<file path="config.mk">
export PLATFORM = sky130hd
export DESIGN_NAME = query_text_tokenizer
export DESIGN_NICKNAME = d
export VERILOG_FILES = /design/src/design/qtt_pkg.sv /design/src/design/qtt_scan.sv /design/src/design/qtt_queue.sv /design/src/design/qtt_drain.sv /design/src/design/query_text_tokenizer.sv
export SDC_FILE = /design/constraint.sdc
export NUM_CORES = 1
export LEC_CHECK = 0
export ABC_AREA = 1
export BUFFER_PORTS_ARGS = -buffer_cell sky130_fd_sc_hd__buf_2
export CAP_MARGIN = 5
export CORE_ASPECT_RATIO = 0.8
export CORE_MARGIN = 2
export CORE_UTILIZATION = 57
export CTS_CLUSTER_SIZE = 28
export DETAILED_ROUTE_END_ITERATION = 10
export GPL_TIMING_DRIVEN = 0
export PLACE_DENSITY = 0.79
export SLEW_MARGIN = 0
export SYNTH_ARGS = -nofsm -noshare
export SYNTH_HDL_FRONTEND = slang
export SYNTH_HIERARCHICAL = 1
export SYNTH_SLANG_ARGS = --single-unit
</file>
<file path="constraint.sdc">
create_clock -name clock -period 5.4 [get_ports clock]
set_input_delay 0 -clock clock [delete_from_list [all_inputs] [get_ports clock]]
set_output_delay 0 -clock clock [all_outputs]
set_load 0.02 [all_outputs]
</file>
<file path="src/design/qtt_pkg.sv">
// Types, character codes and token kinds shared by the query text tokenizer.
// No dependencies.
package qtt_pkg;

   typedef enum logic [2:0] {
      MODE_IDLE,
      MODE_IDENT,
      MODE_NUMBER,
      MODE_STRING,
      MODE_BLOCK
   } mode_type;

   typedef enum logic [3:0] {
      KIND_UNKNOWN = 4'd0,
      KIND_LPAREN  = 4'd1,
      KIND_RPAREN  = 4'd2,
      KIND_SPACE   = 4'd3,
      KIND_STAR    = 4'd4,
      KIND_SEMI    = 4'd5,
      KIND_COMMA   = 4'd6,
      KIND_DOT     = 4'd7,
      KIND_SLASH   = 4'd8,
      KIND_PLUS    = 4'd9,
      KIND_MINUS   = 4'd10,
      KIND_EQUAL   = 4'd11,
      KIND_IDENT   = 4'd12,
      KIND_NUMBER  = 4'd13,
      KIND_STRING  = 4'd14
   } kind_type;

   localparam logic [7:0] CH_QUOTE   = 8'h22;
   localparam logic [7:0] CH_LBRACE  = 8'h7B;
   localparam logic [7:0] CH_RBRACE  = 8'h7D;
   localparam logic [7:0] CH_LOW_A   = 8'h61;
   localparam logic [7:0] CH_LOW_Z   = 8'h7A;
   localparam logic [7:0] CH_DIGIT_0 = 8'h30;
   localparam logic [7:0] CH_DIGIT_9 = 8'h39;
   localparam logic [7:0] CH_LPAREN  = 8'h28;
   localparam logic [7:0] CH_RPAREN  = 8'h29;
   localparam logic [7:0] CH_SPACE   = 8'h20;
   localparam logic [7:0] CH_STAR    = 8'h2A;
   localparam logic [7:0] CH_SEMI    = 8'h3B;
   localparam logic [7:0] CH_COMMA   = 8'h2C;
   localparam logic [7:0] CH_DOT     = 8'h2E;
   localparam logic [7:0] CH_SLASH   = 8'h2F;
   localparam logic [7:0] CH_PLUS    = 8'h2B;
   localparam logic [7:0] CH_MINUS   = 8'h2D;
   localparam logic [7:0] CH_EQUAL   = 8'h3D;

   typedef struct packed {
      kind_type    kind;
      logic [15:0] start;
      logic [15:0] length;
      logic        unterm;
   } token_type;

   // One or two tokens caused by a single input byte
   typedef struct packed {
      logic      pair;
      token_type first;
      token_type second;
   } entry_type;

   function automatic kind_type punct_kind(input logic [7:0] c);
      kind_type k;
      unique case (c)
         CH_LPAREN: k = KIND_LPAREN;
         CH_RPAREN: k = KIND_RPAREN;
         CH_SPACE:  k = KIND_SPACE;
         CH_STAR:   k = KIND_STAR;
         CH_SEMI:   k = KIND_SEMI;
         CH_COMMA:  k = KIND_COMMA;
         CH_DOT:    k = KIND_DOT;
         CH_SLASH:  k = KIND_SLASH;
         CH_PLUS:   k = KIND_PLUS;
         CH_MINUS:  k = KIND_MINUS;
         CH_EQUAL:  k = KIND_EQUAL;
         default:   k = KIND_UNKNOWN;
      endcase
      return k;
   endfunction

endpackage

</file>
<file path="src/design/qtt_scan.sv">
// Front end: classifies each byte, tracks the open token and forms finished tokens.
// Depends on qtt_pkg.
module qtt_scan import qtt_pkg::*; #(
   parameter int OFFSET_BITS = 16
) (
   input  logic      clock,
   input  logic      reset,
   input  logic      take,
   input  logic [7:0] char_code,
   input  logic      end_of_text,
   output logic      emit,
   output entry_type entry
);

   localparam int PW = (OFFSET_BITS >= 16) ? 16 : OFFSET_BITS;
   localparam logic [PW-1:0] POS_MAX = '1;

   mode_type mode_ff, mode_in;
   logic [PW-1:0] pos_ff, pos_in;
   logic [PW-1:0] start_ff, start_in;

   logic is_letter, is_digit, is_opener, bg_emit, run_cont, has_tok, pair;
   logic [7:0] closer;
   logic [PW:0] len_inc, len_exc;
   logic [15:0] pos16, start16;
   kind_type run_kind;
   mode_type bg_mode;
   token_type bg_tok, first_tok;

   function automatic logic [15:0] sat_len(input logic [PW:0] v);
      logic [15:0] r;
      if (v == '0) begin
         r = 16'd1;
      end else if (v[PW]) begin
         r = 16'(POS_MAX);
      end else begin
         r = 16'(v[PW-1:0]);
      end
      return r;
   endfunction

   assign is_letter = (char_code >= CH_LOW_A) && (char_code <= CH_LOW_Z);
   assign is_digit  = (char_code >= CH_DIGIT_0) && (char_code <= CH_DIGIT_9);
   assign is_opener = (char_code == CH_QUOTE) || (char_code == CH_LBRACE);
   assign pos16     = 16'(pos_ff);
   assign start16   = 16'(start_ff);
   assign len_inc   = {1'b0, pos_ff} - {1'b0, start_ff} + {{PW{1'b0}}, 1'b1};
   assign len_exc   = {1'b0, pos_ff - start_ff};
   assign run_kind  = (mode_ff == MODE_IDENT) ? KIND_IDENT : KIND_NUMBER;
   assign run_cont  = (mode_ff == MODE_IDENT) ? is_letter : is_digit;
   assign closer    = (mode_ff == MODE_STRING) ? CH_QUOTE : CH_RBRACE;

   // Token that the current byte starts, if it closes at once
   always_comb begin
      bg_emit = !(is_letter || is_digit || is_opener) || end_of_text;
      if (is_letter) begin
         bg_tok.kind = KIND_IDENT;
         bg_mode     = MODE_IDENT;
      end else if (is_digit) begin
         bg_tok.kind = KIND_NUMBER;
         bg_mode     = MODE_NUMBER;
      end else if (is_opener) begin
         bg_tok.kind = KIND_STRING;
         bg_mode     = (char_code == CH_QUOTE) ? MODE_STRING : MODE_BLOCK;
      end else begin
         bg_tok.kind = punct_kind(char_code);
         bg_mode     = MODE_BLOCK;
      end
      bg_tok.start  = pos16;
      bg_tok.length = 16'd1;
      bg_tok.unterm = is_opener;
   end

   always_comb begin
      has_tok          = 1'b0;
      pair             = 1'b0;
      first_tok        = bg_tok;
      mode_in          = mode_ff;
      start_in         = start_ff;
      unique case (mode_ff)
         MODE_IDENT, MODE_NUMBER: begin
            first_tok.kind   = run_kind;
            first_tok.start  = start16;
            first_tok.unterm = 1'b0;
            if (run_cont) begin
               first_tok.length = sat_len(len_inc);
               if (end_of_text) begin
                  has_tok = 1'b1;
                  mode_in = MODE_IDLE;
               end
            end else begin
               // close the run, then treat this byte as a fresh start
               first_tok.length = sat_len(len_exc);
               has_tok          = 1'b1;
               mode_in          = MODE_IDLE;
               if (bg_emit) begin
                  pair = 1'b1;
               end else begin
                  mode_in  = bg_mode;
                  start_in = pos_ff;
               end
            end
         end
         MODE_STRING, MODE_BLOCK: begin
            first_tok.kind   = KIND_STRING;
            first_tok.start  = start16;
            first_tok.length = sat_len(len_inc);
            first_tok.unterm = (char_code != closer);
            if ((char_code == closer) || end_of_text) begin
               has_tok = 1'b1;
               mode_in = MODE_IDLE;
            end
         end
         default: begin
            mode_in = MODE_IDLE;
            if (bg_emit) begin
               has_tok = 1'b1;
            end else begin
               mode_in  = bg_mode;
               start_in = pos_ff;
            end
         end
      endcase

      if (end_of_text) begin
         mode_in  = MODE_IDLE;
         start_in = '0;
         pos_in   = '0;
      end else if (pos_ff == POS_MAX) begin
         pos_in = POS_MAX;
      end else begin
         pos_in = pos_ff + {{(PW-1){1'b0}}, 1'b1};
      end
   end

   assign entry = {pair, first_tok, bg_tok};
   assign emit  = has_tok;

   always_ff @(posedge clock) begin
      if (reset) begin
         mode_ff  <= MODE_IDLE;
         pos_ff   <= '0;
         start_ff <= '0;
      end else if (take) begin
         mode_ff  <= mode_in;
         pos_ff   <= pos_in;
         start_ff <= start_in;
      end
   end

endmodule

</file>
<file path="src/design/qtt_queue.sv">
// Short queue of token entries between the scanner and the result side.
// Depends on qtt_pkg.
module qtt_queue import qtt_pkg::*; #(
   parameter int DEPTH = 4
) (
   input  logic      clock,
   input  logic      reset,
   input  logic      push,
   input  entry_type wr_entry,
   input  logic      pop,
   output entry_type rd_entry,
   output logic      full,
   output logic      empty
);

   localparam int AW = (DEPTH > 1) ? $clog2(DEPTH) : 1;
   localparam int CW = $clog2(DEPTH + 1);
   localparam logic [AW-1:0] LAST_SLOT = AW'(DEPTH - 1);
   localparam logic [CW-1:0] FULL_COUNT = CW'(DEPTH);

   entry_type mem_ff [DEPTH];
   logic [AW-1:0] wr_ptr_ff, wr_ptr_in, rd_ptr_ff, rd_ptr_in;
   logic [CW-1:0] count_ff, count_in;
   logic do_push, do_pop;

   function automatic logic [AW-1:0] next_ptr(input logic [AW-1:0] p);
      logic [AW-1:0] r;
      r = (p == LAST_SLOT) ? '0 : p + {{(AW-1){1'b0}}, 1'b1};
      return r;
   endfunction

   assign full     = (count_ff == FULL_COUNT);
   assign empty    = (count_ff == '0);
   assign do_push  = push && !full;
   assign do_pop   = pop && !empty;
   assign rd_entry = mem_ff[rd_ptr_ff];

   always_comb begin
      wr_ptr_in = do_push ? next_ptr(wr_ptr_ff) : wr_ptr_ff;
      rd_ptr_in = do_pop ? next_ptr(rd_ptr_ff) : rd_ptr_ff;
      count_in  = count_ff;
      if (do_push && !do_pop) begin
         count_in = count_ff + {{(CW-1){1'b0}}, 1'b1};
      end else if (do_pop && !do_push) begin
         count_in = count_ff - {{(CW-1){1'b0}}, 1'b1};
      end
   end

   always_ff @(posedge clock) begin
      if (do_push) begin
         mem_ff[wr_ptr_ff] <= wr_entry;
      end
   end

   always_ff @(posedge clock) begin
      if (reset) begin
         wr_ptr_ff <= '0;
         rd_ptr_ff <= '0;
         count_ff  <= '0;
      end else begin
         wr_ptr_ff <= wr_ptr_in;
         rd_ptr_ff <= rd_ptr_in;
         count_ff  <= count_in;
      end
   end

endmodule

</file>
<file path="src/design/qtt_drain.sv">
// Back end: hands out the tokens of the oldest entry one at a time.
// Depends on qtt_pkg.
module qtt_drain import qtt_pkg::*; (
   input  logic        clock,
   input  logic        reset,
   input  entry_type   head,
   input  logic        head_empty,
   input  logic        rsp_pop,
   output logic        head_pop,
   output logic [3:0]  token_kind,
   output logic [15:0] start_offset,
   output logic [15:0] token_length,
   output logic        unterminated,
   output logic        last_of_run
);

   logic sel_ff, sel_in, fire;
   token_type tok;

   assign tok          = sel_ff ? head.second : head.first;
   assign last_of_run  = !head.pair || sel_ff;
   assign token_kind   = tok.kind;
   assign start_offset = tok.start;
   assign token_length = tok.length;
   assign unterminated = tok.unterm;
   assign fire         = rsp_pop && !head_empty;
   // release the entry only once its final token has gone
   assign head_pop     = fire && last_of_run;
   assign sel_in       = fire ? !last_of_run : sel_ff;

   always_ff @(posedge clock) begin
      if (reset) begin
         sel_ff <= 1'b0;
      end else begin
         sel_ff <= sel_in;
      end
   end

endmodule

</file>
<file path="src/design/query_text_tokenizer.sv">
// Query text tokenizer: byte stream in, tokens (kind, start, length) out.
// Usage:
//   Input side is a queue write port: drive req_char_code / req_end_of_text
//   with req_push; a byte is taken on a clock edge where req_push is high and
//   req_full is low. Mark the final byte of a buffer with req_end_of_text;
//   the next byte then starts a new buffer at offset zero.
//   Result side is a queue read port: while rsp_empty is low the oldest token
//   is on the rsp_ ports; raise rsp_pop to take it.
// Closing: a token is written into the entry queue when the byte that closes it is taken.
//   Identifier and number runs close on the byte after them or on end of text.
// Throughput: one byte per cycle while req_full is low. A byte that ends a run and is itself a
//   one-byte token gives two results, read out one at a time by the result
//   side; the entry queue (QUEUE_DEPTH entries) soaks up such bursts.
// Stalls: when rsp_pop stays low the entry queue fills and req_full rises;
//   bytes that give no result are also held back then.
// Reset (synchronous, active high) empties the queue, closes any open token
//   and sets the byte offset to zero. No clearing pass is needed.
// Depends on qtt_pkg, qtt_scan, qtt_queue and qtt_drain.
module query_text_tokenizer import qtt_pkg::*; #(
   parameter int OFFSET_BITS = 16,
   parameter int QUEUE_DEPTH = 4
) (
   input  logic        clock,
   input  logic        reset,
   input  logic        req_push,
   output logic        req_full,
   input  logic [7:0]  req_char_code,
   input  logic        req_end_of_text,
   input  logic        rsp_pop,
   output logic        rsp_empty,
   output logic [3:0]  rsp_token_kind,
   output logic [15:0] rsp_start_offset,
   output logic [15:0] rsp_token_length,
   output logic        rsp_unterminated,
   output logic        rsp_last_of_run
);

   logic take, emit, head_pop, q_full, q_empty;
   entry_type new_entry, head;

   assign req_full  = q_full;
   assign rsp_empty = q_empty;
   assign take      = req_push && !q_full;

   qtt_scan #(.OFFSET_BITS(OFFSET_BITS)) u_scan (
      .clock       (clock),
      .reset       (reset),
      .take        (take),
      .char_code   (req_char_code),
      .end_of_text (req_end_of_text),
      .emit        (emit),
      .entry       (new_entry)
   );

   qtt_queue #(.DEPTH(QUEUE_DEPTH)) u_queue (
      .clock    (clock),
      .reset    (reset),
      .push     (take && emit),
      .wr_entry (new_entry),
      .pop      (head_pop),
      .rd_entry (head),
      .full     (q_full),
      .empty    (q_empty)
   );

   qtt_drain u_drain (
      .clock        (clock),
      .reset        (reset),
      .head         (head),
      .head_empty   (q_empty),
      .rsp_pop      (rsp_pop),
      .head_pop     (head_pop),
      .token_kind   (rsp_token_kind),
      .start_offset (rsp_start_offset),
      .token_length (rsp_token_length),
      .unterminated (rsp_unterminated),
      .last_of_run  (rsp_last_of_run)
   );

   // Taking the first of a pair must leave its second token on show
   a_pair_follows: assert property (@(posedge clock) disable iff (reset)
      rsp_pop && !rsp_empty && !rsp_last_of_run |=> !rsp_empty && rsp_last_of_run)
      else $error("second token of a pair went missing");

   // Only a closed letter or digit run can be followed by a second token
   a_pair_head_kind: assert property (@(posedge clock) disable iff (reset)
      !rsp_empty && !rsp_last_of_run |->
         (rsp_token_kind == KIND_IDENT) || (rsp_token_kind == KIND_NUMBER))
      else $error("pair opened by a token that is not a run");

   a_unterm_kind: assert property (@(posedge clock) disable iff (reset)
      !rsp_empty && rsp_unterminated |-> rsp_token_kind == KIND_STRING)
      else $error("unterminated flag on a token that is not a string");

   a_reset_empty: assert property (@(posedge clock)
      reset |=> rsp_empty && !req_full)
      else $error("queue not empty after reset");

endmodule

</file>
==> results.md <==
- Number of remaining DRC errors: 0
- Hold depth: 3
- Busiest grt layer: met2
- Lkg Pwr: approximately 7.8 nW
- DR iter-0 viols: between 1000 and 1500
- Setup ws final: between 1 and 1.5 ns
- Drt total wl: between 40000 and 50000 um
- Fmax: ~240 MHz
- Routed WL per cell: around 20 um
- Die width: 202 um
- Clk sinks: ~350
- Critical path required time: roughly 5.6 ns
- Final #Nets: around 2000
- Crit end category: flop
- Worst path cell trace: inv_1, ha_1, inv_1, ha_1, nand3_1, nand3_1, nand2_1, nand2_1, nand3_1, nand3_1, nand2_1, nand2_1, buf_2, nor2_1, o21ai_0
- Grt met3 use: about 4.6%
- Row cnt: between 50 and 60
- Syn_area_per_cell: approximately 9.9 um^2
- First-pass GRT wire length: roughly 73000 um
- R2R Path Start: u_scan/pos16[1]
- CP Launch Type: flop
- Ys Warns: 6
- Drt via density: between 5 and 6
- Worst reg-to-reg path cell count: 15
- Largest fanout on the critical path: 10
- DP HPWL: roughly 33000 um
- First drt pass iteration count: 7
- CP max stage cell: o21ai_0
- Slew HR: between 20% and 30%
- Via count: approximately 14000
- Worst IR Drop VDD: between 200 and 300 uV
- Ranking of synthesized cells by area: edfxtp_1 (51%), nand2_1 (8.1%), o21ai_0 (5.4%), dfxtp_1 (5.1%), nor2_1 (4.1%)
- Clock buffer depth: 3
- Synth unique cells: a little over 50
- Post-route ant nets: 0
- Tmin final: 4.14 ns
- Starting density of the core: about 60%
- CTS tree: done
- Met2 Use GR: a little under half
- Post-CTS sizing: 0
- Min-delay src: req_char_code[3]
- Buffers inserted by post-CTS timing repair: 0
- Ys async rst share: 0%
- Met1 Usage GRT: just over 40%
- Reg2reg setup slack: 1.26 ns
- Arr. time, crit path: approximately 4.3 ns
- Largest stage delay, worst path: between 0.9 and 1 ns
- Sequential fraction of the synthesis area: 55.6%
- Synth top cells by count: nand2_1 (387), edfxtp_1 (300), nor2_1 (194), o21ai_0 (193), inv_1 (142)
- Clock Latency Late Sink: ~0.53 ns
- Layout cells sized above 1: between 10% and 20%
- Fin util: roughly 66%
- H-tree Lvls: 2
- Worst Hold Class: in2reg
- Congestion Overflow GR: 0
- Post-synth top area share: 50.5%
- Cells after DPL: approximately 2300
- Core box area: between 0.03 and 0.04 mm^2
- Largest net degree at the start of global routing: 29
- DIE AREA: roughly 0.033 mm^2
- R2R Path End: u_queue/mem_ff[0][51]
- Max Cap Viol: 0
- Total GRT Usage: just under 30%
- IO Count: 53
- Flops & latches, synth: 345
- Synthesized area: roughly 0.018 mm^2
- Clock transition at path regs: roughly 0.060 ns
- Final period util: 76.7%
- Gate Count Post-Synth: roughly 1800
- Non-filler instance count after layout: ~2300
- Final number of setup-violating endpoints: 0
- Vias in the first global route: about 13000
- Worst slack, placed: around 1.5 ns
- Slew Viols, Final: 0
- Ys flop type: edfxtp_1
- RSZ-0062 raised after global routing: false
- Port Buffers: 52
- Minimum hold slack: about 0.074 ns
- Worst Max-Slew Pin Slew: around 1.2 ns
- Largest area contributor in the netlist: edfxtp_1
- Most instantiated library cell after synthesis: nand2_1
- Initial antenna violation count: 1
- EDFF count, synth: 300
- PwrDens: roughly 460 mW/mm^2
- Status: finished, final reports clean
- Final Hold Vio Count: 0
- Number of CTS-inserted buffers: 34
- Skew final: 0.0117 ns
- Hold EP: u_queue/mem_ff[2][36]
- Clock root buffer: clkbuf_16
- Vert. Die Dim: between 150 and 200 um
- Final GP Congestion: roughly 0.93
- Path type of the worst setup path: reg2reg
- Area grow syn2layout: 12.8%
state kept, by name (all words and copies together) (netlist names), named ones only:
| signal | count |
|---|---|
| u_drain/sel_ff | 1 |
| u_scan/mode_ff | 3 |
| u_queue/rd_ptr_ff | 2 |
| u_queue/count_ff | 3 |
| u_queue/wr_ptr_ff | 2 |
| u_queue/mem_ff | 300 |
| u_scan/pos16 | 16 |
| u_scan/start16 | 16 |
critical path, delay by kind of cell, from the launching register on:
family	cells	cell delay (ns)
AOI/OAI and AO/OA	1	0.91
adders and majority gates	2	0.60
buffers and inverters	3	0.58
DFF	1	0.68
and+or+nand+nor	9	0.99
layout make-up:
type	instances	area (um^2)
diodes	1	2.50
plain buffers	95	674
clock buffers	39	901
clock inverters	21	235
fillers	2294	10500
inverters	157	594
multi-input cells	1211	6730
flip-flops and latches	345	9910
well taps	413	517
repair buffers	66	538
cells in the final DEF (no fill, tap or decap), types with 26 or more instances in the layout:
master     instances
clkbuf_16         35
clkbuf_1          36
inv_1            142
o22ai_2           40
nor2_4            47
o22ai_1           37
nand2_1          387
nor2_1           190
o21ai_0          193
o21ai_1           26
dfxtp_1           45
nand3_1           68
a21oi_1           47
edfxtp_1         300
buf_2             73
ha_1              40
stage by stage:
| step | cell area, um^2 | TNS [ns] | power, mW |
|---|---|---|---|
| 2_1_floorplan | 17900 | 0 | 5.71 |
| 3_3_place_gp | 18700 | -794.36 | 6.71 |
| 3_5_place_dp | 18900 | 0 | 6.82 |
| 4_1_cts | 20100 | 0 | 9.25 |
| 5_1_grt | 20100 | 0 | 9.67 |
| 6_report | 20100 | 0 | 9.26 |
power by group:
part / internal (mW) / total [mW] / switching, mW / leakage (nW)
clock: 1.41 / 2.43 / 1.02 / 0.551
combinational: 1.06 / 3.38 / 2.32 / 4.12
sequential: 3.33 / 3.45 / 0.121 / 3.11
total: 5.80 / 9.26 / 3.46 / 7.78
how the worst max path moves through the flow:
| stage | depth (start not counted) | to | slack [ns] | from |
|---|---|---|---|---|
| 6_report | 15 | u_queue/mem_ff[0][51] | 1.26 | u_scan/pos16[1] |
| 5_1_grt | 16 | u_queue/mem_ff[3][47] | 1.05 | u_scan/pos16[1] |
| 4_1_cts | 12 | u_queue/mem_ff[2][51] | 1.48 | u_scan/pos16[5] |
| 3_5_place_dp | 12 | u_queue/mem_ff[0][51] | 1.49 | u_scan/pos16[5] |
| 3_3_place_gp | 10 | u_queue/mem_ff[3][37] | -2.73 | u_scan/mode_ff[1] |
| 2_1_floorplan | 12 | u_queue/mem_ff[0][0] | 0.13 | u_scan/mode_ff[2] |
cell families (layout without fill, tap and decap cells):
family                   Yosys count  after routing  synth area share, %
AND/OR/NAND/NOR                  753            753                 19.2
adder cells (fa/ha/maj)           53             53                 4.27
AO/OA/AOI/OAI                    375            375                 13.1
XOR/XNOR                          14             14                0.688
buffers and inverters            252            378                 7.12
flip-flops                       345            345                 55.6
other                              2             17               0.0421
metal layers:
metal / up-vias / wire length [um]
li1: 6337 / -
met1: 6513 / 19600
met2: 639 / 22100
met3: 80 / 4440
met4: 0 / 1170
met5: - / 0
what timing repair did:
| action | CTS | global route |
|---|---|---|
| setup endpoints to repair | 0 | 0 |
| hold endpoints to repair | 7 | 0 |
| hold buffers | 4 | 0 |
(Power assumes the default switching activity.)
